$ cat config.mk
export PLATFORM = sky130hd
export DESIGN_NAME = rau_front
export DESIGN_NICKNAME = d
export VERILOG_FILES = /design/src/rtl/core/rau_pkg.sv /design/src/rtl/core/rau_front.sv
export SDC_FILE = /design/constraint.sdc
export NUM_CORES = 1
export LEC_CHECK = 0
export BUFFER_PORTS_ARGS = -buffer_cell sky130_fd_sc_hd__buf_4
export CORE_MARGIN = 2
export CORE_UTILIZATION = 30
export DETAILED_ROUTE_END_ITERATION = 6
export REMOVE_ABC_BUFFERS = 1
export SLEW_MARGIN = 20
export SYNTH_ARGS = -nofsm -noshare
export SYNTH_HDL_FRONTEND = slang
export SYNTH_SLANG_ARGS = --single-unit
$ cat constraint.sdc
create_clock -name clk -period 4.6 [get_ports clk]
set_clock_uncertainty 0.05 [all_clocks]
set_input_delay 0.69 -clock clk [delete_from_list [all_inputs] [get_ports clk]]
set_output_delay 0.69 -clock clk [all_outputs]
set_load 0.05 [all_outputs]
$ cat src/rtl/core/rau_pkg.sv
// ----------------------------------------------------------------------------
// rau_pkg
// Shared types and constants of the rational arithmetic unit.
// ----------------------------------------------------------------------------
package rau_pkg;

	localparam int OPW    = 32;
	localparam int PW     = 2 * OPW;
	localparam int CW     = $clog2(PW);
	localparam int QDEPTH = 2;
	localparam int QAW    = $clog2(QDEPTH);

	localparam logic [PW-1:0] LIM = (PW'(1) << (OPW - 1)) - PW'(1);

	typedef enum logic [2:0] {
		ACT_NORM = 3'd0,
		ACT_ADD  = 3'd1,
		ACT_SUB  = 3'd2,
		ACT_MUL  = 3'd3,
		ACT_DIV  = 3'd4,
		ACT_CMP  = 3'd5
	} action_t;

	typedef enum logic [1:0] {
		ST_OK   = 2'd0,
		ST_ZDEN = 2'd1,
		ST_OVF  = 2'd2
	} status_t;

	typedef struct packed {
		logic [2:0]         action;
		logic signed [31:0] a_num;
		logic signed [31:0] a_den;
		logic signed [31:0] b_num;
		logic signed [31:0] b_den;
	} in_t;

	typedef struct packed {
		logic signed [31:0] res_num;
		logic [30:0]        res_den;
		logic               is_equal;
		status_t            status;
	} out_t;

	typedef struct packed {
		action_t          op;
		logic             an_neg;
		logic [OPW-1:0]   an_mag;
		logic             ad_neg;
		logic [OPW-1:0]   ad_mag;
		logic             bn_neg;
		logic [OPW-1:0]   bn_mag;
		logic             bd_neg;
		logic [OPW-1:0]   bd_mag;
	} item_t;

	typedef struct packed {
		logic          start;
		logic          n_neg;
		logic [PW-1:0] n_mag;
		logic          d_neg;
		logic [PW-1:0] d_mag;
	} norm_req_t;

	typedef struct packed {
		logic          done;
		logic          busy;
		logic          neg;
		logic [PW-1:0] n_mag;
		logic [PW-1:0] d_mag;
	} norm_rsp_t;

endpackage

$ cat src/rtl/core/rau_front.sv
// ----------------------------------------------------------------------------
// rau_front
// Input stage: takes a beat, decodes the action and splits operands into
// sign and magnitude.
// ----------------------------------------------------------------------------
module rau_front (
	input  logic           clk,
	input  logic           arst_n,
	input  logic           in_valid,
	output logic           in_ready,
	input  rau_pkg::in_t   in_data,
	output logic           push,
	output rau_pkg::item_t push_data,
	input  logic           full
);

	function automatic logic [rau_pkg::OPW:0] split(input logic [31:0] raw);
		logic [rau_pkg::OPW-1:0] v;
		logic                    n;
		v = raw[rau_pkg::OPW-1:0];
		n = v[rau_pkg::OPW-1];
		return {n, (n ? (~v + rau_pkg::OPW'(1)) : v)};
	endfunction

	logic           valid_s1;
	rau_pkg::item_t item_s1;
	rau_pkg::item_t item_d;

	always_comb begin
		item_d = '0;
		unique case (in_data.action)
			3'd0: item_d.op = rau_pkg::ACT_NORM;
			3'd1: item_d.op = rau_pkg::ACT_ADD;
			3'd2: item_d.op = rau_pkg::ACT_SUB;
			3'd3: item_d.op = rau_pkg::ACT_MUL;
			3'd4: item_d.op = rau_pkg::ACT_DIV;
			default: item_d.op = rau_pkg::ACT_CMP;
		endcase
		{item_d.an_neg, item_d.an_mag} = split(in_data.a_num);
		{item_d.ad_neg, item_d.ad_mag} = split(in_data.a_den);
		{item_d.bn_neg, item_d.bn_mag} = split(in_data.b_num);
		{item_d.bd_neg, item_d.bd_mag} = split(in_data.b_den);
	end

	assign in_ready  = !valid_s1 || !full;
	assign push      = valid_s1 && !full;
	assign push_data = item_s1;

	always_ff @(posedge clk or negedge arst_n) begin
		if (!arst_n) begin
			valid_s1 <= 1'b0;
		end else if (in_valid && in_ready) begin
			valid_s1 <= 1'b1;
		end else if (push) begin
			valid_s1 <= 1'b0;
		end
	end

	always_ff @(posedge clk) begin
		if (in_valid && in_ready) begin
			item_s1 <= item_d;
		end
	end

endmodule

==> Word-level counts from Yosys, hierarchy flattened <==
Cells that the tools add are included.
W data, S select, Z words.
{ "word_totals": {"reg_bits": 136, "input_bits": 135, "out_inout_bits": 137, "wordCells": 40} }
{ "classes": {"n_addsub": 4, "eq_ne": 4, "muxes": 7, "bitwise": 4, "reduce_logical": 7} }
{ "ops": {"columns": ["op", "count"], "rows": [
  ["$add A32 B1 Y32 const B", 4],
  ["$not A32 Y32", 4],
  ["$mux W31", 4],
  ["$pmux W3 S5", 1],
  ["$eq A3 B2 Y1 const B", 2],
  ["$eq A3 B1 Y1 const B", 1],
  ["$eq A3 B3 Y1 const B", 1],
  ["$logic_not A3 Y1", 1],
  ["$logic_and A1 B1 Y1", 2],
  ["$logic_not A1 Y1", 2],
  ["$mux W1", 2],
  ["$reduce_bool A2 Y1", 1],
  ["$logic_or A1 B1 Y1", 1]
]} }

==> Logic depth before layout (Yosys ltp) <==
{ "logic_depth": {"word_depth": 4, "depth_mapped": 6, "ltp_nobuf": 6} }

==> Least setup slack after synthesis <==
Ideal clock, no wire load.
{ "synth_timing": {"path_type": "input-to-reg", "startpoint": "in full", "endpoint": "reg item_s1 (netlist bit push_data[0]) (enable)", "setup_ps": 510, "t_arrival_ps": 4240, "t_required_ps": 4040, "setup_slack_ps": -200, "cell_stages": 2, "path_buffers": 0, "path_cell_list": "nand2_1 and2_1"} }
{ "synth_via": {"elab_chain_len": 3} }
{ "synth_lines": {"columns": ["item", "line", "rtl"], "rows": [
  ["start: declaration", "rau_front.sv:14", "input logic full"],
  ["$logic_not A1 Y1", "rau_front.sv:45", "assign in_ready = !valid_s1 || !full;"],
  ["$logic_or A1 B1 Y1", "rau_front.sv:45", null],
  ["$logic_and A1 B1 Y1", "rau_front.sv:60", "if (in_valid && in_ready) begin"],
  ["end signal: assignment", "rau_front.sv:61", "item_s1 <= item_d;"],
  ["end: declaration", "rau_front.sv:26", "rau_pkg::item_t item_s1;"]
]} }
No other way between the ends.
A chain may end at the register's enable or synchronous reset.

==> results <==
- The number of clock buffers added by TritonCTS is 17.
- TritonCTS built the clock tree.
- For this design the ratio of total power to cell area is 372 nW/um^2.
- In this run the deepest clock path goes through 2 buffers.
- The weighted congestion at the end of routability-driven global placement is 0.791.
- From synthesis to final layout, the design area changed by 42.2%.
- In this run the worst path has a maximum fanout of 9.
- At the worst endpoint, the arrival time is 2.76 ns.
- The die is 156 um wide.
- The total detailed-routing wirelength is 19000 um.
- Across all layers, the routed design uses 5541 vias.
- The count of nets left with antenna violations once routing finished came out at 0.
- The clock reaches the later pin of the worst-skew pair after 0.40 ns.
- The count of synthesis-stage warnings from yosys is 0.
- 0 antenna diodes ended up in the layout.
- In the final routed layout, each cell accounts on average for 16.8 um.
- The count of final max-slew check failures came to 0.
- Synthesis inferred 136 register bits.
- The relative max-transition margin is 26.8%.
- The flow ran to the end, and the final reports show no timing, DRC or antenna violations.
- The library cells used most frequently in the layout, excluding fill and tap cells, are sky130_fd_sc_hd__buf_4 (272), sky130_fd_sc_hd__edfxtp_1 (135), sky130_fd_sc_hd__xnor2_1 (116), sky130_fd_sc_hd__nand2_1 (50), sky130_fd_sc_hd__o31ai_1 (41).
- The leakage power total is 3.63 nW.
- The iteration count of the initial detailed-routing pass is 5.
- The maximum achievable frequency is 0.376 GHz.
- The count of buffers added on input and output ports is 271.
- After the first detailed-routing iteration, the DRC count stood at 317.
- The clock net in this run drives a total of 136 sinks.
- The filler cells instantiated in the layout total 2160.
- The top-level I/O count is 272.
- The placement row count is 55.
- The initial antenna violation count came to 0.
- Synthesis produced a netlist whose cell count is 559.
- VDD sags by at most 0.177 mV.
- The HPWL after detailed placement is 14200 um.
- The final design area excluding fillers is 9910 sq um.
- From bottom edge to top edge, the die measures 156 um.
- The proportion of layout cells with a drive suffix above 1 is 36.6%.
- The minimum period implied by the final worst setup slack is 2.66 ns.
- The number of gates resized after cts is 0.
- The path type of the worst min-delay path is in2reg.
- The maximum number of pins on one net before global-route repair is 68.
- The initial core utilization is 30.7%.
- The via density per instance is 4.89.
- The category of the worst setup path capture point is a flop.
- STA puts the critical path data required time at 4.70 ns.
- After synthesis, flip-flops and latches occupy 58.5% of the total area.
- The type of the worst setup path is in2reg.
- After detailed routing, the number of remaining DRC violations is 0.
- The count of max-cap constraint violations is 0.
- At the end of the flow, the number of nets in the layout was 977.
- The first-pass GRT wire length is 29200 um.
- The tightest hold path in the finished design has a slack of 0.432 ns.
- The slew at the pin closest to its max-slew limit is 1.09 ns.
- In the finished design, the share of the clock period the worst path needs comes to 57.8%.
- Clock tree synthesis selected as its root buffer the cell sky130_fd_sc_hd__clkbuf_16.
- The region available for standard cell placement spans 22700 sq um.
- Setup repair after global routing left no endpoint under its margin.
- Averaged over all synthesized cells, the footprint is 12.5 sq um.
- Summing all placed instances gives a cell area of 9320 sq um.
- The area of the mapped netlist is 6970 sq um.
- The clock-pin slew of the registers on the worst-case setup and hold paths is 0.06 ns.
- The die covers 24500 sq um.
- The via count of the first global-routing pass is 5561.
- The final hold violation count is 0.
- Setup violations remaining at the end of the flow were counted as 0.
- Synthesis instantiated 32 different standard cells from the library.
- Global routing finished with a remaining overflow of 0.
- The leading cell type in the layout, fill and taps excluded is sky130_fd_sc_hd__buf_4.
- The nature of the critical path startpoint is an input pin.
- The overall track demand over capacity in global routing is 15.3%.
- The H-tree depth is 4.
[state kept, by name, summed over array words and instances, names as in the netlist]
name,cells
push_data,135
valid_s1,1
[power by group]
| group | switching (mW) | internal, mW |
|---|---|---|
| Clock | 0.524 | 0.850 |
| Combinational | 0.523 | 0.281 |
| Sequential | 0.0254 | 1.48 |
[worst paths after layout]
kind | startpoint | to | slack [ns] | cells past startpoint
min reg2reg | valid_s1$_DFFE_PN0P_ | valid_s1$_DFFE_PN0P_ | 0.48 | 2
max | in_data[69] | push_data[95]$_DFFE_PP_ | 1.94 | 5
min | in_valid | valid_s1$_DFFE_PN0P_ | 0.43 | 2
min in group asynchronous | arst_n | valid_s1$_DFFE_PN0P_ | 0.55 | 2
max in group asynchronous | arst_n | valid_s1$_DFFE_PN0P_ | 3.87 | 2
max reg2reg | valid_s1$_DFFE_PN0P_ | push_data[100]$_DFFE_PP_ | 2.69 | 3
[logic make-up after synthesis]
group                      Yosys count  synth area share [%]
adders and majority gates            8                  1.44
and+or+nand+nor                    170                  12.9
xor gates and xnor gates           116                  14.6
buffers and inverters               31                  1.79
AOI/OAI and AO/OA                   98                  10.8
DFF                                136                  58.5
[what timing repair did]
action / in CTS / in global routing
hold buffers: 1 / 0
setup buffers: 0 / 0
hold endpoints to repair: 1 / 0
[layout make-up]
class / count / area [sq um] / area share (%)
Clock inverter: 13 / 153 / 1.54
Inverter: 13 / 48.8 / 0.492
Timing Repair Buffer: 274 / 2070 / 20.9
Tap cell: 285 / 357 / 3.60
Sequential cell: 136 / 4080 / 41.2
Clock buffer: 19 / 433 / 4.37
Multi-Input combinational cell: 392 / 2770 / 27.9
[per-layer routing]
metal | vias to the layer above | track usage, % | share of wire, %
met5 | - | 0 | 0
met4 | 0 | 4.98 | 1.3
met3 | 19 | 5.12 | 6.7
met2 | 188 | 25.3 | 49
met1 | 2636 | 18.8 | 43
li1 | 2698 | - | -
[critical path, stage by stage]
cell and delay [ns]:
sky130_fd_sc_hd__buf_4 0.12, sky130_fd_sc_hd__nor4_2 0.71, sky130_fd_sc_hd__nand4_1 0.57, sky130_fd_sc_hd__o41ai_1 0.57, sky130_fd_sc_hd__xnor2_1 0.10
[synth_stat cells]
library cell,count,area (sq um)
sky130_fd_sc_hd__a21o_1,1,7.51
sky130_fd_sc_hd__nand3b_1,4,30.0
sky130_fd_sc_hd__buf_1,1,3.75
sky130_fd_sc_hd__nand3_1,14,70.1
sky130_fd_sc_hd__o21ai_1,3,15.0
sky130_fd_sc_hd__clkbuf_1,15,56.3
sky130_fd_sc_hd__or3_1,10,62.6
sky130_fd_sc_hd__or2_2,2,12.5
sky130_fd_sc_hd__nand4b_1,1,8.76
sky130_fd_sc_hd__or4_1,3,22.5
sky130_fd_sc_hd__nand2b_1,11,68.8
sky130_fd_sc_hd__o41ai_1,24,210
sky130_fd_sc_hd__and2_1,1,6.26
sky130_fd_sc_hd__nand4_1,14,87.6
sky130_fd_sc_hd__o31ai_1,41,308
sky130_fd_sc_hd__o41ai_4,1,27.5
sky130_fd_sc_hd__o41ai_2,4,65.1
sky130_fd_sc_hd__xnor2_1,116,1020
sky130_fd_sc_hd__edfxtp_1,135,4050
sky130_fd_sc_hd__or4b_4,1,13.8
sky130_fd_sc_hd__nor3_1,15,75.1
sky130_fd_sc_hd__o21ai_0,24,120
sky130_fd_sc_hd__nor2b_1,4,25.0
sky130_fd_sc_hd__nand2_1,50,188
sky130_fd_sc_hd__ha_1,8,100
sky130_fd_sc_hd__buf_2,1,5.00
sky130_fd_sc_hd__inv_1,13,48.8
sky130_fd_sc_hd__nor4_1,24,150
sky130_fd_sc_hd__buf_6,1,11.3
sky130_fd_sc_hd__nor2_1,14,52.6
sky130_fd_sc_hd__dfrtp_1,1,25.0
sky130_fd_sc_hd__nor4_2,2,25.0
[stage by stage]
step / power, mW / setup TNS [ns] / setup WS [ns] / instances / util [%]
2_1_floorplan: 2.02 / -27.03 / -0.200 / 541 / -
4_1_cts: 3.74 / 0 / 1.98 / 1132 / 43.6
6_report: 3.69 / 0 / 1.94 / 1132 / 43.6
3_5_place_dp: 2.35 / 0 / 1.55 / 1099 / 41.0
5_1_grt: 3.85 / 0 / 1.73 / 1132 / 43.6
3_3_place_gp: 2.34 / 0 / 1.62 / 1099 / 41.0
Note: power is estimated with default switching activity, not from simulation.
