$ cat config.mk
export PLATFORM = sky130hd
export DESIGN_NAME = rau_back
export DESIGN_NICKNAME = d
export VERILOG_FILES = /design/src/rtl/core/rau_pkg.sv /design/src/rtl/core/rau_back.sv
export SDC_FILE = /design/constraint.sdc
export NUM_CORES = 2
export LEC_CHECK = 0
export BUFFER_PORTS_ARGS = -buffer_cell sky130_fd_sc_hd__buf_2
export CAP_MARGIN = 20
export CORE_MARGIN = 10
export CORE_UTILIZATION = 60
export CTS_BUF_LIST = sky130_fd_sc_hd__clkbuf_16
export DETAILED_ROUTE_END_ITERATION = 6
export PLACE_DENSITY = 0.79
export SLEW_MARGIN = 10
export SYNTH_ARGS = -nofsm -noshare
export SYNTH_HDL_FRONTEND = slang
export SYNTH_SLANG_ARGS = --single-unit
$ cat constraint.sdc
create_clock -name clk -period 19.4 [get_ports clk]
set_clock_uncertainty 0.1 [all_clocks]
set_input_delay 2.91 -clock clk [delete_from_list [all_inputs] [get_ports clk]]
set_output_delay 2.91 -clock clk [all_outputs]
set_load 0.005 [all_outputs]
$ cat src/rtl/core/rau_pkg.sv
// ----------------------------------------------------------------------------
// rau_pkg
// Shared types and constants of the rational arithmetic unit.
// ----------------------------------------------------------------------------
package rau_pkg;

	localparam int OPW    = 32;
	localparam int PW     = 2 * OPW;
	localparam int CW     = $clog2(PW);
	localparam int QDEPTH = 2;
	localparam int QAW    = $clog2(QDEPTH);

	localparam logic [PW-1:0] LIM = (PW'(1) << (OPW - 1)) - PW'(1);

	typedef enum logic [2:0] {
		ACT_NORM = 3'd0,
		ACT_ADD  = 3'd1,
		ACT_SUB  = 3'd2,
		ACT_MUL  = 3'd3,
		ACT_DIV  = 3'd4,
		ACT_CMP  = 3'd5
	} action_t;

	typedef enum logic [1:0] {
		ST_OK   = 2'd0,
		ST_ZDEN = 2'd1,
		ST_OVF  = 2'd2
	} status_t;

	typedef struct packed {
		logic [2:0]         action;
		logic signed [31:0] a_num;
		logic signed [31:0] a_den;
		logic signed [31:0] b_num;
		logic signed [31:0] b_den;
	} in_t;

	typedef struct packed {
		logic signed [31:0] res_num;
		logic [30:0]        res_den;
		logic               is_equal;
		status_t            status;
	} out_t;

	typedef struct packed {
		action_t          op;
		logic             an_neg;
		logic [OPW-1:0]   an_mag;
		logic             ad_neg;
		logic [OPW-1:0]   ad_mag;
		logic             bn_neg;
		logic [OPW-1:0]   bn_mag;
		logic             bd_neg;
		logic [OPW-1:0]   bd_mag;
	} item_t;

	typedef struct packed {
		logic          start;
		logic          n_neg;
		logic [PW-1:0] n_mag;
		logic          d_neg;
		logic [PW-1:0] d_mag;
	} norm_req_t;

	typedef struct packed {
		logic          done;
		logic          busy;
		logic          neg;
		logic [PW-1:0] n_mag;
		logic [PW-1:0] d_mag;
	} norm_rsp_t;

endpackage

$ cat src/rtl/core/rau_back.sv
// ----------------------------------------------------------------------------
// rau_back
// Execution sequencer: normalizes both operands, forms the products on one
// multiplier, combines, normalizes a non-compare result and holds the output.
// ----------------------------------------------------------------------------
module rau_back (
	input  logic               clk,
	input  logic               arst_n,
	input  logic               empty,
	input  rau_pkg::item_t     pop_data,
	output logic               pop,
	output rau_pkg::norm_req_t nreq,
	input  rau_pkg::norm_rsp_t nrsp,
	output logic               out_valid,
	input  logic               out_ready,
	output rau_pkg::out_t      out_data
);

	typedef enum logic [3:0] {
		B_IDLE, B_NA_GO, B_NA_WAIT, B_NB_GO, B_NB_WAIT, B_MUL, B_COMB,
		B_NR_GO, B_NR_WAIT, B_OUT
	} bstate_t;

	bstate_t                 state_q;
	rau_pkg::item_t          it_q;
	logic                    an_neg_q, bn_neg_q;
	logic [rau_pkg::OPW-1:0] an_q, ad_q, bn_q, bd_q;
	logic [rau_pkg::PW-1:0]  p_q [4];
	logic [1:0]              mcnt_q;
	logic                    pn_neg_q, pd_neg_q, eq_q, arith_q;
	logic [rau_pkg::PW-1:0]  pn_q, pd_q;
	logic                    rn_neg_q;
	logic [rau_pkg::PW-1:0]  rn_q, rd_q;
	logic                    out_valid_q;
	rau_pkg::out_t           out_q;

	logic [rau_pkg::OPW-1:0] ma, mb;
	logic [rau_pkg::PW-1:0]  prod;
	logic                    s1;
	logic                    sum_neg;
	logic [rau_pkg::PW-1:0]  sum_mag;
	logic                    cn_neg, cd_neg;
	logic [rau_pkg::PW-1:0]  cn_mag, cd_mag;
	logic                    eq_c;
	logic [31:0]             num32;
	rau_pkg::out_t           res_c;

	assign pop       = (state_q == B_IDLE) && !empty;
	assign out_valid = out_valid_q;
	assign out_data  = out_q;

	always_comb begin
		nreq = '0;
		unique case (state_q)
			B_NA_GO: begin
				nreq.start = 1'b1;
				nreq.n_neg = it_q.an_neg;
				nreq.n_mag = rau_pkg::PW'(it_q.an_mag);
				nreq.d_neg = it_q.ad_neg;
				nreq.d_mag = rau_pkg::PW'(it_q.ad_mag);
			end
			B_NB_GO: begin
				nreq.start = 1'b1;
				nreq.n_neg = it_q.bn_neg;
				nreq.n_mag = rau_pkg::PW'(it_q.bn_mag);
				nreq.d_neg = it_q.bd_neg;
				nreq.d_mag = rau_pkg::PW'(it_q.bd_mag);
			end
			B_NR_GO: begin
				nreq.start = 1'b1;
				nreq.n_neg = pn_neg_q;
				nreq.n_mag = pn_q;
				nreq.d_neg = pd_neg_q;
				nreq.d_mag = pd_q;
			end
			default: nreq = '0;
		endcase
	end

	always_comb begin
		unique case (mcnt_q)
			2'd0: begin ma = an_q; mb = bd_q; end
			2'd1: begin ma = bn_q; mb = ad_q; end
			2'd2: begin ma = an_q; mb = bn_q; end
			default: begin ma = ad_q; mb = bd_q; end
		endcase
		prod = rau_pkg::PW'(ma) * rau_pkg::PW'(mb);
	end

	always_comb begin
		s1 = (it_q.op == rau_pkg::ACT_SUB) ? !bn_neg_q : bn_neg_q;
		if (an_neg_q == s1) begin
			sum_mag = p_q[0] + p_q[1];
			sum_neg = an_neg_q;
		end else if (p_q[0] >= p_q[1]) begin
			sum_mag = p_q[0] - p_q[1];
			sum_neg = an_neg_q;
		end else begin
			sum_mag = p_q[1] - p_q[0];
			sum_neg = s1;
		end
		eq_c = (p_q[0] == p_q[1]) && ((p_q[0] == '0) || (an_neg_q == bn_neg_q));
		cd_neg = 1'b0;
		cd_mag = p_q[3];
		unique case (it_q.op)
			rau_pkg::ACT_NORM: begin
				cn_neg = an_neg_q;
				cn_mag = rau_pkg::PW'(an_q);
				cd_mag = rau_pkg::PW'(ad_q);
			end
			rau_pkg::ACT_ADD, rau_pkg::ACT_SUB: begin
				cn_neg = sum_neg;
				cn_mag = sum_mag;
			end
			rau_pkg::ACT_MUL: begin
				cn_neg = an_neg_q ^ bn_neg_q;
				cn_mag = p_q[2];
			end
			rau_pkg::ACT_DIV: begin
				cn_neg = an_neg_q;
				cn_mag = p_q[0];
				cd_neg = bn_neg_q;
				cd_mag = p_q[1];
			end
			default: begin
				cn_neg = 1'b0;
				cn_mag = '0;
			end
		endcase
	end

	always_comb begin
		num32          = 32'(rn_q);
		res_c.is_equal = eq_q;
		if (!arith_q) begin
			res_c.res_num = '0;
			res_c.res_den = 31'd1;
			res_c.status  = rau_pkg::ST_OK;
		end else if (rn_q > rau_pkg::LIM || rd_q > rau_pkg::LIM) begin
			res_c.res_num = '0;
			res_c.res_den = '0;
			res_c.status  = rau_pkg::ST_OVF;
		end else begin
			res_c.res_num = rn_neg_q ? (32'd0 - num32) : num32;
			res_c.res_den = 31'(rd_q);
			res_c.status  = (rd_q == '0) ? rau_pkg::ST_ZDEN : rau_pkg::ST_OK;
		end
	end

	always_ff @(posedge clk or negedge arst_n) begin
		if (!arst_n) begin
			state_q     <= B_IDLE;
			out_valid_q <= 1'b0;
			mcnt_q      <= '0;
		end else begin
			if (out_valid_q && out_ready && (state_q != B_OUT)) begin
				out_valid_q <= 1'b0;
			end
			unique case (state_q)
				B_IDLE: begin
					if (!empty) begin
						it_q    <= pop_data;
						state_q <= B_NA_GO;
					end
				end
				B_NA_GO: state_q <= B_NA_WAIT;
				B_NA_WAIT: begin
					if (nrsp.done) begin
						an_neg_q <= nrsp.neg;
						an_q     <= nrsp.n_mag[rau_pkg::OPW-1:0];
						ad_q     <= nrsp.d_mag[rau_pkg::OPW-1:0];
						state_q  <= B_NB_GO;
					end
				end
				B_NB_GO: state_q <= B_NB_WAIT;
				B_NB_WAIT: begin
					if (nrsp.done) begin
						bn_neg_q <= nrsp.neg;
						bn_q     <= nrsp.n_mag[rau_pkg::OPW-1:0];
						bd_q     <= nrsp.d_mag[rau_pkg::OPW-1:0];
						mcnt_q   <= '0;
						state_q  <= B_MUL;
					end
				end
				B_MUL: begin
					p_q[mcnt_q] <= prod;
					mcnt_q      <= mcnt_q + 2'd1;
					if (mcnt_q == 2'd3) begin
						state_q <= B_COMB;
					end
				end
				B_COMB: begin
					pn_neg_q <= cn_neg;
					pn_q     <= cn_mag;
					pd_neg_q <= cd_neg;
					pd_q     <= cd_mag;
					eq_q     <= eq_c;
					arith_q  <= (it_q.op != rau_pkg::ACT_CMP);
					state_q  <= (it_q.op != rau_pkg::ACT_CMP) ? B_NR_GO : B_OUT;
				end
				B_NR_GO: state_q <= B_NR_WAIT;
				B_NR_WAIT: begin
					if (nrsp.done) begin
						rn_neg_q <= nrsp.neg;
						rn_q     <= nrsp.n_mag;
						rd_q     <= nrsp.d_mag;
						state_q  <= B_OUT;
					end
				end
				B_OUT: begin
					if (!out_valid_q || out_ready) begin
						out_q       <= res_c;
						out_valid_q <= 1'b1;
						state_q     <= B_IDLE;
					end
				end
				default: state_q <= B_IDLE;
			endcase
		end
	end

endmodule

Word level (Yosys, flattened, before mapping)
Memory sizes are Yosys's and may differ from the RTL's. Cells that the tools add are included.

Add/subtract/negate cells: 5. $mul: 1. Magnitude comparators: 3. Equality and inequality tests: 27. Mux-type cells: 30. Bitwise gates (word level): 3. Reduce and logical (&&, ||, !) cells: 29.

Operators by type and width (count): $pmux W131 S3 (1); $pmux W64 S4 (1); $gt A64 B31 Y1 const B (2); $logic_not A64 Y1 (2); $mux W64 (2); $pmux W32 S2 (2); $pmux W64 S2 (1); $sub A64 B64 Y64 (2); $add A64 B64 Y64 (1); $eq A64 B64 Y1 (1); $ge A64 B64 Y1 (1); $mul A32 B32 Y64 (1); $pmux W4 S10 (1); $mux W32 (1); $sub A1 B32 Y32 const A (1); $mux W4 (7); $eq A4 B3 Y1 const B (4); $reduce_and A3 Y1 (5); $ne A2 B2 Y1 const B (6); $mux W1 (10); $eq A4 B2 Y1 const B (2); $eq A4 B4 Y1 const B (2); $reduce_or A2 Y1 (4); $eq A3 B2 Y1 const B (2); other kinds (23) (36).

Bits in registers: 599. RAM bits: 256. Memories kept: 1.

Memories: p_q (depth 4, width 64, rd ports 4, clocked after Yosys merged registers in 0, write ports 1, line rau_back.sv:28) `logic [rau_pkg::PW-1:0] p_q [4];`.

Logic depth before layout (Yosys ltp)
Word-level depth: 5. Gate-level depth with buffers: 38. Depth with buffers taken out: 31.

Worst setup path before layout
OpenSTA, ideal clock, no wires.

Path type: input-to-reg. From: input port empty. To: register it_q[0] (netlist name) (enable). Arrival time: 15.991 ns. Data required time: 18.325 ns. Setup slack: 2.334 ns. Stages: 1. Path buffers: 0. Path through: nor4_1.

Cells in the longest elaborated chain, start to end: 2.

RTL lines: start, declared (line rau_back.sv:9) `input logic empty,`; $not A1 Y1 (no source line); $reduce_and A3 Y1 (no source line); end signal, assigned (line rau_back.sv:162) `it_q <= pop_data;`; end, declared (line rau_back.sv:25) `rau_pkg::item_t it_q;`.

No other way between the ends. A chain may end at the register's enable or synchronous reset.

Final worst setup path
From: register mcnt_q[0]. To: memory p_q[3][58] (netlist name) (data pin).

Cells in the longest elaborated chain, start to end: 4.

RTL lines: start, declared (line rau_back.sv:29) `logic [1:0] mcnt_q;`; start signal, assigned (line rau_back.sv:187) `mcnt_q <= mcnt_q + 2'd1;`; $eq A2 B2 Y1 or $logic_not A2 Y1 (tied branches) (line rau_back.sv:81) `unique case (mcnt_q)`; $reduce_or A2 Y1 (no source line); $pmux W32 S2 (line rau_back.sv:81); $mul A32 B32 Y64 (*) (line rau_back.sv:87) `prod = rau_pkg::PW'(ma) * rau_pkg::PW'(mb);`; net prod, one bit (line rau_back.sv:38) `logic [rau_pkg::PW-1:0] prod;`; end, declared (line rau_back.sv:28).

The timed path passes the listed nets; every way through them passes the cells marked *.

==> metrics list <==
* CTS resizes: 0
* Flop-to-flop setup slack: 7.86 ns
* DR vias/cell: 6.48
- Run status: finished with violations
- In this run the tool buffered the top-level ports with around 470 buffer cells.
* Dominant synthesized flop cell: edfxtp_1
* Unrepaired setup endpoints after global routing: no
- The worst setup path is of the reg2reg kind.
- Across all layers, the routed design uses 62700 vias.
* Relative slew margins: 0.161
- Measured against the total synthesized area, the mux share comes to 0.0106.
* Height of the chip: approximately 380 µm
* # hold bufs at CTS: 0
- Of the total synthesized cell area, the portion taken by full adders, half adders and majority gates is 0.310.
- Layout cell share with drive strength beyond 1: 0.106
* Fraction of synthesis flops using an asynchronous set or reset pin: 0.00819
- The cell that appears most often on the critical path is fa_1.
- Final number of max-transition violations: 0
- The share of synthesized area in the top cell type comes to 0.332.
- Setup fix buffers added after clock tree synthesis: 0
- The synthesized netlist contains 105 unique library cells.
- Counting along the longest clock path gives a buffer depth of 3.
* Post-synthesis sequential area ratio: 0.335
* Synth Area in XOR/XNOR: 0.0160
- Reg2Reg Depth: 28
* Number of global-route vias before repair: 62400
- DIE WIDTH: 377 µm
* Num CTS Buffers: 86
- First-pass GRT wire length: 411000 µm
* Total Negative Setup Slacks: 0 ns
* Largest driver fanout on the critical path: 87
- The tree is rooted in a clkbuf_16.
- For this run, the detailed router's first-pass iteration total came to 7.
- HP Class: reg2reg
* Clock slew at the register clock pins of the worst setup and hold paths: roughly 0.060 ns
- TritonCTS built the clock tree.
* # nets final: between 9000 and 10000
* Master of the slowest instance on the critical path: a21o_1
* Violations in the final reports: DRC
- STA classifies the critical path startpoint as a flop.
- I/O pin total: 469
- In the synthesized netlist, the cells that appear most often are 1166 x inv_1, 899 x fa_1, 881 x nor2_1.
- Hold slack final: 0.387 ns
- The worst hold path was traced through 2 stages.
- Reg-to-reg critical path endpoint: p_q[3][58]$_DFFE_PP_
- Number of max-capacitance violations reported: 0
- On the worst path, the slowest cell contributes a delay of 0.85 ns.
- Entering global routing, the biggest net connects 92 pins.
- Detailed-route wire length per cell: 29.1 µm
* Transition time at the pin with the least slew margin: 1.26 ns
- GRT met1 Usage: 0.524
- In the routed design, unresolved DRC markers number 8.
- Number of flip-flops and latches in the synthesized netlist: about 860
* Layout area overhead: 9.53%
- Clk sink count: 855
- After global routing the overflow that remains totals 0.
* Core outline area: 127000 µm²
* Syn Nets: between 9000 and 10000
- Synthesis warning total: 0
* Per-instance average area after synthesis: 10.0 µm²
- Start point of the worst min-delay path: p_q[3][13]$_DFFE_PP_
- In this run, the number of DRC markers left after iteration 0 of detailed routing was 9106.
- The path with the worst hold slack has its endpoint at pd_q[13]$_DFFE_PP_.
- STA puts the critical path data required time at approximately 20 ns.
- Number of enable flip-flop cells after synthesis: 848
- Gate count of the mapped netlist: 7642
- The worst register-to-register path begins at mcnt_q[0]$_DFFE_PN0P_.
- After detailed routing, the total wire length is 282000 µm.
* Die ar.: 142000 µm²
* Overall track demand over capacity in global routing: 0.391
- Cells taking the most area after synthesis: edfxtp_1 33%, fa_1 23%, ha_1 7.5%
* Grt met2 use: 0.575
* Site row count: roughly 130
* Initial core utilization: 0.603
* Type of destination of the critical path: flop
- In the finished design, the share of the clock period the worst path needs comes to 0.595.
- For this run, the top clock speed supported by timing is 86.7 MHz.
- Syn Std Cell Area: 76600 µm²
- Arrival @ worst endpoint: 11.79 ns
* Cell type with the largest total area after synthesis: edfxtp_1
- At the end of routability-driven placement, the weighted congestion stood at between 1 and 1.5.
- For the worst-skew pair, the clock arrives at the later sink with an insertion delay of 0.73 ns.
* Combinational family with the most area after synthesis: adder cells
* Antenna violations before repair: 22
- Detailed placement ended at an HPWL of 219000 µm.
- Maximum level of the CTS H-tree: 3
- Final-layout fill cell count: 9834
- Met3 track utilization from global routing: 0.102
- The detail route stage leaves a number of antenna-violating nets equal to 0.
* Final worst path period need: 11.54 ns
- The final hold violation count was 0.
- Of the total synthesized cell area, the portion taken by AND, OR, NAND and NOR gates is 0.124.
- Setup violations remaining at the end of the flow were counted as 0.
* Compound-cell area share of the yosys netlist: 0.126
- In this run the most used layer during global routing was met2.
* Count leader, synth: inv_1
[worst max-delay path: cells and delay by family (launching register included)]
family	cells	cell delay [ns]
AOI/OAI and AO/OA	7	3.05
xor gates and xnor gates	1	0.65
adders and majority gates	10	4.80
buffers and inverters	7	1.50
DFF	1	0.44
and+or+nand+nor	3	0.59
[worst max-delay path by stage]
| stage | from | endpoint | slack [ns] | cells after the start |
|---|---|---|---|---|
| 6_report | mcnt_q[0]$_DFFE_PN0P_ | p_q[3][58]$_DFFE_PP_ | 7.86 | 28 |
| 5_1_grt | mcnt_q[0]$_DFFE_PN0P_ | p_q[3][58]$_DFFE_PP_ | 7.58 | 30 |
| 2_1_floorplan | empty | it_q[0]$_DFFE_PP_ | 2.33 | 1 |
| 3_5_place_dp | mcnt_q[0]$_DFFE_PN0P_ | p_q[2][58]$_DFFE_PP_ | 8.18 | 28 |
| 3_3_place_gp | mcnt_q[0]$_DFFE_PN0P_ | p_q[1][58]$_DFFE_PP_ | 8.38 | 28 |
| 4_1_cts | mcnt_q[0]$_DFFE_PN0P_ | p_q[3][58]$_DFFE_PP_ | 8.10 | 28 |
[stage by stage]
stage	area [µm²]	setup slack, ns	util	std cells
3_5_place_dp	80700	8.18	0.634	9500
5_1_grt	83900	7.58	0.660	9672
4_1_cts	83800	8.10	0.659	9658
6_report	83900	7.86	0.660	9683
3_3_place_gp	80700	8.38	0.634	9498
2_1_floorplan	76600	2.33	-	7642
[layout make-up]
class,count,area [µm²],share of cell area
Clock buffer,86,2150,0.0256
Clock inverter,72,940,0.0112
Sequential cell,855,25600,0.305
Timing Repair Buffer,606,3460,0.0412
Inverter,1171,4400,0.0524
Multi-Input combinational cell,5213,45200,0.539
Antenna cell,18,45.0,0.000537
Tap cell,1662,2080,0.0248
[per-layer routing]
layer  routed length, µm  vias to the layer above
met5                 121                        -
met4               19600                       18
met3               37700                      881
met2              121000                     4474
met1              103000                    31100
li1                    -                    26200
[sequential cells by signal, indices dropped and copies added (netlist names)]
signal     cells
pn_neg_q       1
ad_q          32
bd_q          32
rd_q          64
out_valid      1
rn_neg_q       1
pn_q          64
an_q          32
out_data      66
bn_neg_q       1
mcnt_q         2
arith_q        1
state_q        4
pd_neg_q       1
an_neg_q       1
rn_q          64
bn_q          32
it_q         135
p_q          256
eq_q           1
pd_q          64
[cells in the final DEF, fill, tap and decap left out, types with 74 or more instances in the layout]
cell type  count
edfxtp_1     848
nand2_1      766
a21oi_1      362
ha_1         455
mux2i_1       77
inv_1       1184
xnor2_1       88
clkbuf_16     88
o21ai_0      228
nand4_1       74
a21o_1       101
nor3_1        83
a22oi_1       90
fa_1         899
nor2_1       875
buf_4        130
and2_1       107
buf_2        467
[cells by family (layout without fill, tap and decap cells)]
group / Yosys count / after routing
compound gates: 1440 / 1440
buf+inv: 1574 / 1935
mux: 81 / 81
other cells: 0 / 18
simple gates: 2195 / 2195
flops: 855 / 855
fa+ha+maj: 1357 / 1357
xor+xnor: 140 / 140
Power is left out: the tool's default activity adds up to more than one toggle a clock period on the data nets, which glitch-free logic cannot reach.
