<file path="src/rtl/core/rau_pkg.sv">
// ----------------------------------------------------------------------------
// rau_pkg
// Shared types and constants of the rational arithmetic unit.
// ----------------------------------------------------------------------------
package rau_pkg;

	localparam int OPW    = 32;
	localparam int PW     = 2 * OPW;
	localparam int CW     = $clog2(PW);
	localparam int QDEPTH = 2;
	localparam int QAW    = $clog2(QDEPTH);

	localparam logic [PW-1:0] LIM = (PW'(1) << (OPW - 1)) - PW'(1);

	typedef enum logic [2:0] {
		ACT_NORM = 3'd0,
		ACT_ADD  = 3'd1,
		ACT_SUB  = 3'd2,
		ACT_MUL  = 3'd3,
		ACT_DIV  = 3'd4,
		ACT_CMP  = 3'd5
	} action_t;

	typedef enum logic [1:0] {
		ST_OK   = 2'd0,
		ST_ZDEN = 2'd1,
		ST_OVF  = 2'd2
	} status_t;

	typedef struct packed {
		logic [2:0]         action;
		logic signed [31:0] a_num;
		logic signed [31:0] a_den;
		logic signed [31:0] b_num;
		logic signed [31:0] b_den;
	} in_t;

	typedef struct packed {
		logic signed [31:0] res_num;
		logic [30:0]        res_den;
		logic               is_equal;
		status_t            status;
	} out_t;

	typedef struct packed {
		action_t          op;
		logic             an_neg;
		logic [OPW-1:0]   an_mag;
		logic             ad_neg;
		logic [OPW-1:0]   ad_mag;
		logic             bn_neg;
		logic [OPW-1:0]   bn_mag;
		logic             bd_neg;
		logic [OPW-1:0]   bd_mag;
	} item_t;

	typedef struct packed {
		logic          start;
		logic          n_neg;
		logic [PW-1:0] n_mag;
		logic          d_neg;
		logic [PW-1:0] d_mag;
	} norm_req_t;

	typedef struct packed {
		logic          done;
		logic          busy;
		logic          neg;
		logic [PW-1:0] n_mag;
		logic [PW-1:0] d_mag;
	} norm_rsp_t;

endpackage

</file>
<file path="src/rtl/core/rau_fifo.sv">
// ----------------------------------------------------------------------------
// rau_fifo
// Short queue of decoded items between front and back.
// ----------------------------------------------------------------------------
module rau_fifo (
	input  logic           clk,
	input  logic           arst_n,
	input  logic           push,
	input  rau_pkg::item_t push_data,
	output logic           full,
	input  logic           pop,
	output rau_pkg::item_t pop_data,
	output logic           empty
);

	rau_pkg::item_t           mem_q [rau_pkg::QDEPTH];
	logic [rau_pkg::QAW-1:0]  wr_ptr_q;
	logic [rau_pkg::QAW-1:0]  rd_ptr_q;
	logic [rau_pkg::QAW:0]    cnt_q;

	assign full     = (cnt_q == (rau_pkg::QAW+1)'(rau_pkg::QDEPTH));
	assign empty    = (cnt_q == '0);
	assign pop_data = mem_q[rd_ptr_q];

	always_ff @(posedge clk or negedge arst_n) begin
		if (!arst_n) begin
			wr_ptr_q <= '0;
			rd_ptr_q <= '0;
			cnt_q    <= '0;
		end else begin
			if (push) begin
				wr_ptr_q <= wr_ptr_q + rau_pkg::QAW'(1);
			end
			if (pop) begin
				rd_ptr_q <= rd_ptr_q + rau_pkg::QAW'(1);
			end
			if (push && !pop) begin
				cnt_q <= cnt_q + (rau_pkg::QAW+1)'(1);
			end else if (pop && !push) begin
				cnt_q <= cnt_q - (rau_pkg::QAW+1)'(1);
			end
		end
	end

	always_ff @(posedge clk) begin
		if (push) begin
			mem_q[wr_ptr_q] <= push_data;
		end
	end

	a_no_overrun: assert property (@(posedge clk) disable iff (!arst_n) push |-> !full)
		else $error("queue push while full");
	a_no_underrun: assert property (@(posedge clk) disable iff (!arst_n) pop |-> !empty)
		else $error("queue pop while empty");

endmodule

</file>
<file path="config.mk">
export PLATFORM = sky130hd
export DESIGN_NAME = rau_fifo
export DESIGN_NICKNAME = d
export VERILOG_FILES = /design/src/rtl/core/rau_pkg.sv /design/src/rtl/core/rau_fifo.sv
export SDC_FILE = /design/constraint.sdc
export NUM_CORES = 1
export LEC_CHECK = 0
export BUFFER_PORTS_ARGS = -buffer_cell sky130_fd_sc_hd__buf_2
export CAP_MARGIN = 30
export CORE_AREA = 4 4 140 142
export CTS_CLUSTER_DIAMETER = 60
export DETAILED_ROUTE_END_ITERATION = 8
export DIE_AREA = 0 0 144 146
export PLACE_DENSITY = 0.83
export SKIP_LAST_GASP = 1
export SYNTH_ARGS = -nofsm -noshare
export SYNTH_HDL_FRONTEND = slang
export SYNTH_SLANG_ARGS = --single-unit
</file>
<file path="constraint.sdc">
create_clock -name clk -period 12.2 [get_ports clk]
set_input_delay 1.83 -clock clk [delete_from_list [all_inputs] [get_ports clk]]
set_output_delay 1.83 -clock clk [all_outputs]
set_load 0.03 [all_outputs]
</file>
Word-level counts from Yosys, hierarchy flattened
Memory sizes are Yosys's and may differ from the RTL's.
Cells that the tools add are included.
{"block": "word_totals", "in_bits": 139, "reg_bits": 4, "n_memories": 1, "mem_bits_rw": 270, "elab_cells": 19}
{"memory": "mem_q", "depth": 2, "width": 135, "rd": 1, "rd_ports_with_merged_regs": 0, "wr": 1, "line": "rau_fifo.sv:16", "text": "rau_pkg::item_t mem_q [rau_pkg::QDEPTH];"}
{"block": "classes", "reduce_logical": 6, "addsub": 4, "n_eq_ne": 1, "mux": 4}
{"operator": "2-bit two-way mux", "count": 2}
{"operator": "1-bit adder (second input constant)", "count": 2}
{"operator": "2-bit by 1-bit adder with 2-bit output (second input constant)", "count": 1}
{"operator": "2-bit == test (second input constant)", "count": 1}
{"operator": "1-bit logical AND", "count": 2}
{"operator": "1-bit logical NOT", "count": 2}
{"operator": "2-bit logical NOT", "count": 1}
{"operator": "1-bit two-way mux", "count": 2}
{"operator": "2-bit nonzero test", "count": 1}
{"operator": "2-bit by 1-bit subtractor with 2-bit output (second input constant)", "count": 1}

Longest topological paths before layout
Gate-level depths: netlist (run 1).
{"block": "depth", "word_depth": 4, "mapped_depth": 5, "depth_no_buf": 5}

Worst setup path after synthesis (run 1)
Ideal clock, no wire load.
{"block": "synth_timing", "path_kind": "input to register", "start": "input push", "end": "memory mem_q[0][0] (netlist name), enable pin", "t_required_ns": 11.553, "setup_ns": 0.647, "arrival_ns": 7.677, "path_slack_ns": 3.876, "cell_stages": 1, "cell_sequence": "nor2b_1"}
{"block": "synth_between", "elab_chain_cells": 2}
{"item": "from (decl)", "line": "rau_fifo.sv:8", "text": "input logic push,"}
{"item": "1-bit two-way mux", "line": "rau_fifo.sv:46", "text": "if (push) begin"}
{"item": "1-bit two-way mux (not written as such)", "line": "rau_fifo.sv:47", "text": "mem_q[wr_ptr_q] <= push_data;"}
{"item": "to (decl)", "line": "rau_fifo.sv:16"}
Every way passes these cells.

==> results of run 1 <==
==> routing by layer <==
layer / up-vias / track usage, % / share of wire [%]
met5: - / 0 / 0
met4: 0 / 4.66 / 2.1
met3: 40 / 4.93 / 9.2
met2: 225 / 30.3 / 51
met1: 2502 / 21.2 / 38
li1: 2331 / - / -
==> sequential cells by signal, indices dropped and copies added, names as in the netlist <==
signal    count
mem_q       270
rd_ptr_q      1
cnt_q         2
wr_ptr_q      1
==> stage by stage <==
step	cells	power, uW	hold slack [ns]	cell area [um2]
global placement	934	2430	0.474	11700
detailed placement	934	2460	0.491	11700
floorplan	436	2200	0.455	10100
global route	984	3340	0.529	12600
CTS	981	3220	0.503	12500
finish	984	3210	0.502	12600
==> cells in the mapped netlist, drive strengths merged <==
master / number
nor2: 2
mux2: 135
xnor2: 1
and2: 1
edfxtp: 270
xor2: 4
nor2b: 2
ha: 1
dfrtp: 4
buf: 15
inv: 1
==> cell families after synthesis <==
family | Yosys count | share of synthesized area (%)
buf+inv | 16 | 1.15
xor+xnor | 5 | 0.435
flops | 274 | 81.5
fa+ha+maj | 1 | 0.124
simple gates | 5 | 0.261
mux | 135 | 16.6
==> final cells by class <==
type	count	area (um2)	share of cell area (%)
Clock buffer	30	687	5.46
Clock inverter	17	128	1.01
Multi-Input combinational cell	146	1760	14.0
Tap cell	234	293	2.33
Timing Repair Buffer	282	1490	11.8
Sequential cell	274	8210	65.3
Inverter	1	3.75	0.0299
==> power groups by stage <==
stage / combinational, uW / clock (uW) / sequential (uW)
finish: 1110 / 757 / 1340
global route: 1160 / 819 / 1360
CTS: 1100 / 774 / 1350
detailed placement: 1100 / 0 / 1360
global placement: 1070 / 0 / 1350
floorplan: 872 / 0 / 1330
==> how the worst max path moves through the flow <==
| stage | start | to | slack [ns] | depth (start not counted) |
|---|---|---|---|---|
| 4_1_cts | rd_ptr_q | pop_data[26] | 7.19 | 3 |
| 5_1_grt | rd_ptr_q | pop_data[26] | 7.39 | 4 |
| 2_1_floorplan | push | mem_q[0][0] | 3.88 | 1 |
| 3_3_place_gp | rd_ptr_q | pop_data[124] | 7.81 | 3 |
| 3_5_place_dp | rd_ptr_q | pop_data[55] | 7.72 | 3 |
| 6_report | rd_ptr_q | pop_data[26] | 7.52 | 4 |
==> metrics.yaml, run 1 <==
worst_setup_path:
  arrival_ns: 2.85
  r2r_cells: 3
  cp_top_family: "flip-flops"
  slowest_delay_ns: 0.99
  r2r_start: "wr_ptr_q"
  slowest_stage: "dfrtp_4"
  critPathCaptureType: "output pin"
  start_kind: "register"
  crit_type: "register to output pin"
  rr_endpoint: "mem_q[1][120]"
  path_buf_inv: 3
  rrSetupSlack_ns: 9.98
  worstPathMaxFanout: 67
  required_ns: 10.37
  cp_cell_sequence: "buf_4, buf_16, mux2_2, buf_2"
job:
  drv_cap: 0
route:
  vias: 5098
  wl_um: 19300
  wl_per_cell_um: 19.7
  drt_iter0_drc: 214
  drc_errors: 0
  viasPerCell: 5.18
  final_antenna_net_count: 0
  first_pass_iters: 6
yosys:
  synth_fp_nets: 576
  ys_types: 13
  synth_seq_cells: 274
  synth_area_leader_cell: "edfxtp_1"
  synth_top_area_share_pct: 80.5
  ys_warn_count: 0
  seq_area_frac_synth_pct: 81.5
  avgSynthCellArea_um2: 23.1
  syn-cell-area_um2: 10100
  synth.area.top_cells: "edfxtp_1 (80%), mux2_2 (11%), mux2_4 (6.0%)"
  syn_inst: 436
final_layout:
  fill_cells: 1163
  antennaDiodeCount: 0
  nNetsFinal: 872
  final_common_cell: "buf_2"
  final_cell_mix: "buf_2 (275), edfxtp_1 (270), mux2_2 (95)"
  drive_gt1_share_pct: 60.8
  area_delta_synth_final_pct: 24.8
  final_util_pct: 68.1
die:
  ios: 276
  die_h_um: 146
  coreArea_um2: 18500
  rows: 50
  initial_core_util_pct: 54.6
  dieWidth_um: 144
  die-area_um2: 21000
sta:
  worstMarginPinSlew_ns: 0.908
  tns_ns: 0
  finalSetupViolations: 0
  hold_viol: 0
  finalMaxSlewViolations: 0
  max_freq_mhz: 214
  skew_ns: 0.00872
  relSlewSlack_pct: 39.4
  fin_ws_ns: 7.52
  rsz0062_at_grt: "no"
  fin_crit_sh_pct: 38.3
  layout_min_cycle_time_ns: 4.68
pwr:
  p_seq_share_pct: 41.7
  vdd_drop_max_mv: 0.200
  switching_share_pct: 34.3
  power_density_nw_per_um2: 255
  p_switching_uw: 1100
  internal_power_uw: 2100
  p_clk_share_pct: 23.6
  combPwrFrac_pct: 34.7
  leakagePower_uw: 0.00487
clocking:
  postCtsResizedCells: 0
  cts_buffer_depth: 3
  numCtsBuffers: 27
  insertion_delay_ns: 0.51
  clk_pin_slew_worst_paths_ns: 0.06
  clockRootBuffer: "clkbuf_16"
  cts_hold_buf: 0
  cts_sinks: 274
  htree_levels: 1
  cts_tree: "built"
  cts_setup_buffers: 0
placed_design:
  gp_congestion: 0.785
  hpwl_um: 13300
  place_ws_ns: 7.72
  io_buffer_count: 275
global_routing:
  grt_first_pass_wirelength_um: 28700
  antenna_found_initial: 0
  grt_usage_pct: 17.4
  grt_max_degree: 82
  first_global_vias: 5429
  overflow: 0
min_path:
  hp-start: "cnt_q[1]"
  hold_path_class: "register to register"
  hold_depth: 1
  whs_endpoint: "cnt_q[1]"
status:
  status: "finished clean"
No activity file was read; power rests on OpenSTA's default activity.
==> inputs of run 2 (changes only) <==
--- a/config.mk
+++ b/config.mk
@@ -7,11 +7,11 @@
 export LEC_CHECK = 0
 export BUFFER_PORTS_ARGS = -buffer_cell sky130_fd_sc_hd__buf_2
 export CAP_MARGIN = 30
-export CORE_AREA = 4 4 140 142
+export CORE_AREA = 4 4 152 154
 export CTS_CLUSTER_DIAMETER = 60
 export DETAILED_ROUTE_END_ITERATION = 8
-export DIE_AREA = 0 0 144 146
-export PLACE_DENSITY = 0.83
+export DIE_AREA = 0 0 156 158
+export PLACE_DENSITY = 0.75
 export SKIP_LAST_GASP = 1
 export SYNTH_ARGS = -nofsm -noshare
 export SYNTH_HDL_FRONTEND = slang
==> constraint.sdc (replaced) <==
create_clock -name clk -period 3.97 [get_ports clk]
set_input_delay 0.5955 -clock clk [delete_from_list [all_inputs] [get_ports clk]]
set_output_delay 0.5955 -clock clk [all_outputs]
set_load 0.03 [all_outputs]
==> run 2 against run 1 <==
Effect of this change:
- critical path depth down 1
- global-route usage down 2.6 points
- power rose to 3.0 times the previous value
- sequential share of layout area down 0.078 points
- final area up 0.12%
- via count down 0.92%
- wire length down 0.60%
- flip-flop and latch count unchanged
- critical endpoint is now pop_data[24]
- largest power group unchanged
==> metrics.yaml, run 2 (synthesis results as in run 1) <==
status:
  status: "finished clean"
final_layout:
  largest_reg_flops: 270  # unchanged
  antennaDiodeCount: 0  # unchanged
  top_regs: "mem_q (270), cnt_q (2)"
  nNetsFinal: 872  # unchanged
  final_util_pct: 58.0  # -10 points
  top_register: "mem_q"
  final_cell_mix: "buf_2 (275), edfxtp_1 (270), mux2_2 (95)"
  area_delta_synth_final_pct: 24.9
  layout.cells.non_filler: 1029  # +4.6%
  final_common_cell: "buf_2"
  drive_gt1_share_pct: 60.3  # -0.45 points
worst_setup_path:
  slowest_stage: "dfrtp_4"
  crit_type: "register to output pin"
  slowest_delay_ns: 0.83  # -0.16 ns
  critPathCaptureType: "output pin"
  worstPathMaxFanout: 78  # +16%
  start_kind: "register"
  rrSetupSlack_ns: 2.21  # -7.77 ns
  arrival_ns: 2.44  # -0.41 ns
  required_ns: 3.37  # -7.00 ns
  cp_cell_sequence: "buf_12, mux2_2, buf_2"
sta:
  max_freq_mhz: 329
  relSlewSlack_pct: 48.6  # +9.1 points
  fin_crit_sh_pct: 76.5
  fin_hold_ws_ns: 0.262  # -0.240 ns
  hold_viol: 0  # unchanged
  rsz0062_at_grt: "no"
  finalMaxSlewViolations: 0  # unchanged
  finalSetupViolations: 0  # unchanged
  tns_ns: 0  # unchanged
  skew_ns: 0.0134  # +0.00472 ns
  worstMarginPinSlew_ns: 0.771  # -0.137 ns
  layout_min_cycle_time_ns: 3.04
global_routing:
  grt_max_degree: 79  # -3.7%
  overflow: 0  # unchanged
  met2_usage_pct: 26.5  # -3.7 points
  grt_util_met1_pct: 17.0  # -4.2 points
  first_global_vias: 5568  # +2.6%
  grt_usage_pct: 14.8  # -2.6 points
  grt.busiest_layer: "met2"
  grt_first_pass_wirelength_um: 28700  # about the same
  antenna_found_initial: 0  # unchanged
  use_met3_pct: 4.57  # -0.36 points
clocking:
  cts_buffer_depth: 3  # unchanged
  numCtsBuffers: 26  # -3.7%
  cts_tree: "built"
  insertion_delay_ns: 0.52  # about the same
  clk_pin_slew_worst_paths_ns: 0.06  # about the same
  cts_sinks: 274  # unchanged
  htree_levels: 1  # unchanged
  clockRootBuffer: "clkbuf_16"
placed_design:
  place_inst: 982  # +5.1%
  io_buffer_count: 275  # unchanged
  hpwl_um: 13000  # -1.7%
  gp_congestion: 0.779  # -0.76%
route:
  drt_iter0_drc: 218  # +1.9%
  first_pass_iters: 4  # -2
  drc_errors: 0  # unchanged
  wl_um: 19200  # -0.60%
  final_antenna_net_count: 0  # unchanged
  vias: 5051  # -0.92%
  viasPerCell: 4.91  # -5.3%
  wl_per_cell_um: 18.7  # -4.9%
min_path:
  hold_path_class: "primary input to register"
pwr:
  vdd_drop_max_mv: 0.448  # +120%
  power_density_nw_per_um2: 776  # +200%
  total_power_uw: 9770  # +200%
  leakagePower_uw: 0.00485  # -0.55%
job:
  drv_cap: 0  # unchanged
die:
  dieWidth_um: 156  # +8.3%
  rows: 54  # +8.0%
  initial_core_util_pct: 46.5  # -8.1 points
  die-area_um2: 24600  # +17%
  ios: 276  # unchanged
  coreArea_um2: 21700  # +18%
  die_h_um: 158  # +8.2%
[run 2: cell types whose count changed in the layout (fill, tap and decap cells not counted)]
cell,before,now
buf_12,0,2
buf_16,3,1
bufinv_16,2,1
clkbuf_1,3,7
clkinv_1,8,6
clkinv_2,6,3
dlygate4sd3_1,0,1
[run 2: layer usage]
| layer | wire (um) | up-vias |
|---|---|---|
| met4 | 417 | 0 |
| met5 | 0 | - |
| met3 | 1590 | 32 |
| met2 | 9890 | 198 |
| met1 | 7330 | 2498 |
| li1 | - | 2323 |
[run 2: final cells by class]
class / instances / area, um2
Sequential cell: 274 / 8210
Timing Repair Buffer: 283 / 1480
Clock inverter: 11 / 75.1
Fill cell: 1616 / 9100
Clock buffer: 34 / 702
Tap cell: 280 / 350
Multi-Input combinational cell: 146 / 1760
Inverter: 1 / 3.75
[run 2: report_power, final]
group	internal [uW]	total, uW	switching [uW]
combinational	1250	3440	2190
clock	1300	2270	967
sequential	3840	4060	223
total	6390	9770	3380
[run 2: worst max-delay path: cells and delay by family (launching register included)]
family	cells	cell delay (ns)
flip-flops	1	0.83
buffers and inverters	2	0.61
multiplexers	1	0.40
[run 2: worst paths after layout]
check / depth (start not counted) / from / to
max: 3 / rd_ptr_q / pop_data[24]
min: 1 / push_data[25] / mem_q[0][25]
max reg2reg: 2 / wr_ptr_q / mem_q[1][98]
min reg2reg: 1 / cnt_q[1] / cnt_q[1]
max in group asynchronous: 2 / arst_n / rd_ptr_q
min in group asynchronous: 2 / arst_n / cnt_q[1]
[run 2: repair_timing]
action	in CTS	in global routing
buffers inserted	0	0
hold buffers	1	0
hold endpoints to repair	4	0
gates resized for setup	0	0
[run 2: metrics by stage]
step	worst slack, ns	instance area [um2]
floorplan	0.914	10100
global placement	1.48	11800
detailed placement	1.44	11800
CTS	0.894	12600
global route	0.803	12600
finish	0.934	12600
==> inputs of run 3 (changes only) <==
--- a/config.mk
+++ b/config.mk
@@ -7,11 +7,11 @@
 export LEC_CHECK = 0
 export BUFFER_PORTS_ARGS = -buffer_cell sky130_fd_sc_hd__buf_2
 export CAP_MARGIN = 30
-export CORE_AREA = 4 4 152 154
+export CORE_AREA = 4 4 145 147
 export CTS_CLUSTER_DIAMETER = 60
 export DETAILED_ROUTE_END_ITERATION = 8
-export DIE_AREA = 0 0 156 158
-export PLACE_DENSITY = 0.75
+export DIE_AREA = 0 0 149 151
+export PLACE_DENSITY = 0.78
 export SKIP_LAST_GASP = 1
 export SYNTH_ARGS = -nofsm -noshare
 export SYNTH_HDL_FRONTEND = slang
==> constraint.sdc (replaced) <==
create_clock -name clk -period 3.1 [get_ports clk]
set_input_delay 0.465 -clock clk [delete_from_list [all_inputs] [get_ports clk]]
set_output_delay 0.465 -clock clk [all_outputs]
set_load 0.03 [all_outputs]
==> run 3 against run 2 <==
Effect of this change:
- via count up 1.1%
- global-route usage up 1.7 points
- clock skew down 0.0075 ns
- critical path depth unchanged
==> metrics.yaml, run 3 (synthesis results as in run 1) <==
status:
  status: "finished clean"
final_layout:
  drive_gt1_share_pct: 61.6  # +1.2 points
  largest_reg_flops: 270  # unchanged
  nNetsFinal: 875  # +0.34%
  final_common_cell: "buf_2"
  top_register: "mem_q"
  antennaDiodeCount: 0  # unchanged
  top_regs: "mem_q (270), cnt_q (2)"
  final_cell_mix: "buf_2 (275), edfxtp_1 (270), mux2_2 (95)"
  area_delta_synth_final_pct: 27.2
worst_setup_path:
  crit_type: "register to output pin"
  arrival_ns: 2.22  # -0.22 ns
  worstPathMaxFanout: 37  # -53%
  cp_cell_sequence: "buf_12, mux2_2, buf_2"
  critPathCaptureType: "output pin"
  start_kind: "register"
  slowest_delay_ns: 0.80  # -0.03 ns
  required_ns: 2.63  # -0.74 ns
  rrSetupSlack_ns: 1.43  # -0.78 ns
  slowest_stage: "dfrtp_4"
pwr:
  leakagePower_uw: 0.00496  # +2.4%
  power_density_nw_per_um2: 1030  # +33%
  vdd_drop_max_mv: 0.691  # +54%
global_routing:
  grt_max_degree: 136  # +72%
  overflow: 0  # unchanged
  grt_first_pass_wirelength_um: 29100  # +1.3%
  first_global_vias: 5544  # -0.43%
  antenna_found_initial: 4  # +4
  grt_usage_pct: 16.5  # +1.7 points
die:
  ios: 276  # unchanged
  dieWidth_um: 149  # -4.5%
  coreArea_um2: 19900  # -8.2%
  die_h_um: 151  # -4.4%
  rows: 52  # -3.7%
  initial_core_util_pct: 50.6  # +4.2 points
  die-area_um2: 22500  # -8.7%
clocking:
  postCtsResizedCells: 0  # unchanged
  cts_setup_buffers: 0  # unchanged
  htree_levels: 1  # unchanged
  clk_pin_slew_worst_paths_ns: 0.06  # about the same
  numCtsBuffers: 28  # +7.7%
  insertion_delay_ns: 0.52  # about the same
  cts_tree: "built"
  clockRootBuffer: "clkbuf_16"
  cts_buffer_depth: 3  # unchanged
  cts_sinks: 274  # unchanged
sta:
  finalMaxSlewViolations: 0  # unchanged
  fin_hold_ws_ns: 0.131  # -0.131 ns
  max_freq_mhz: 373
  relSlewSlack_pct: 50.2  # +1.6 points
  skew_ns: 0.00597  # -0.00746 ns
  fin_crit_sh_pct: 86.5
  rsz0062_at_grt: "no"
  finalSetupViolations: 0  # unchanged
  hold_viol: 0  # unchanged
  tns_ns: 0  # unchanged
  worstMarginPinSlew_ns: 0.748  # -0.0237 ns
  layout_min_cycle_time_ns: 2.68
route:
  final_antenna_net_count: 0  # unchanged
  wl_um: 19600  # +2.1%
  drc_errors: 0  # unchanged
  first_pass_iters: 4  # unchanged
  wl_per_cell_um: 19.1  # +2.3%
  drt_iter0_drc: 191  # -12%
  vias: 5105  # +1.1%
  viasPerCell: 4.97  # +1.3%
min_path:
  hold_path_class: "primary input to register"
job:
  drv_cap: 0  # unchanged
placed_design:
  hpwl_um: 13200  # +1.5%
  gp_congestion: 0.771  # -1.1%
  io_buffer_count: 275  # unchanged
## run 3: worst paths after layout
check / from / to / cells after the start
setup / recovery: rd_ptr_q / pop_data[32] / 3
hold / removal: push_data[21] / mem_q[0][21] / 1
setup reg to reg: wr_ptr_q / mem_q[1][88] / 2
hold reg to reg: cnt_q[1] / cnt_q[1] / 1
max in group asynchronous: arst_n / rd_ptr_q / 2
min in group asynchronous: arst_n / wr_ptr_q / 2
## run 3: timing repair
action | in CTS | in global routing
setup endpoints to repair | 0 | 0
hold buffers | 1 | 0
endpoints found under the hold margin | 4 | 0
## run 3: report_power, final
part / internal [uW] / switching, uW / leakage [uW]
Sequential: 4920 / 280 / 0.00258
Combinational: 1640 / 2850 / 0.00190
Clock: 2200 / 1320 / 0.000480
Total: 8760 / 4460 / 0.00496
## run 3: layout make-up
| cell class | instances | area [um2] |
|---|---|---|
| flip-flops and latches | 274 | 8210 |
| fillers | 1337 | 7090 |
| multi-input cells | 146 | 1760 |
| repair buffers | 284 | 1510 |
| clock buffers | 32 | 737 |
| well taps | 270 | 338 |
| clock inverters | 20 | 256 |
| inverters | 1 | 3.75 |
## run 3: per-layer routing
metal	track usage [%]	part of all wire, %
met5	0	0.28
met4	4.90	2.4
met3	5.63	9.9
met2	28.2	50
met1	20.0	37
## run 3: critical path, delay by kind of cell, from the launching register on
kind	cells	cell delay [ns]
buffers and inverters	2	0.48
DFF	1	0.80
muxes	1	0.38
## run 3: through the flow
stage | area, um2 | power (uW) | setup WS [ns] | cells | utilization (%)
after detailed placement | 11800 | 9810 | 0.956 | 974 | 59.3
after floorplan | 10100 | 8580 | 0.174 | 436 | -
after global routing | 12800 | 13800 | 0.336 | 1027 | 64.4
final | 12800 | 13200 | 0.419 | 1027 | 64.4
after CTS | 12800 | 13400 | 0.394 | 1027 | 64.4
after global placement | 11800 | 9680 | 0.956 | 974 | 59.3
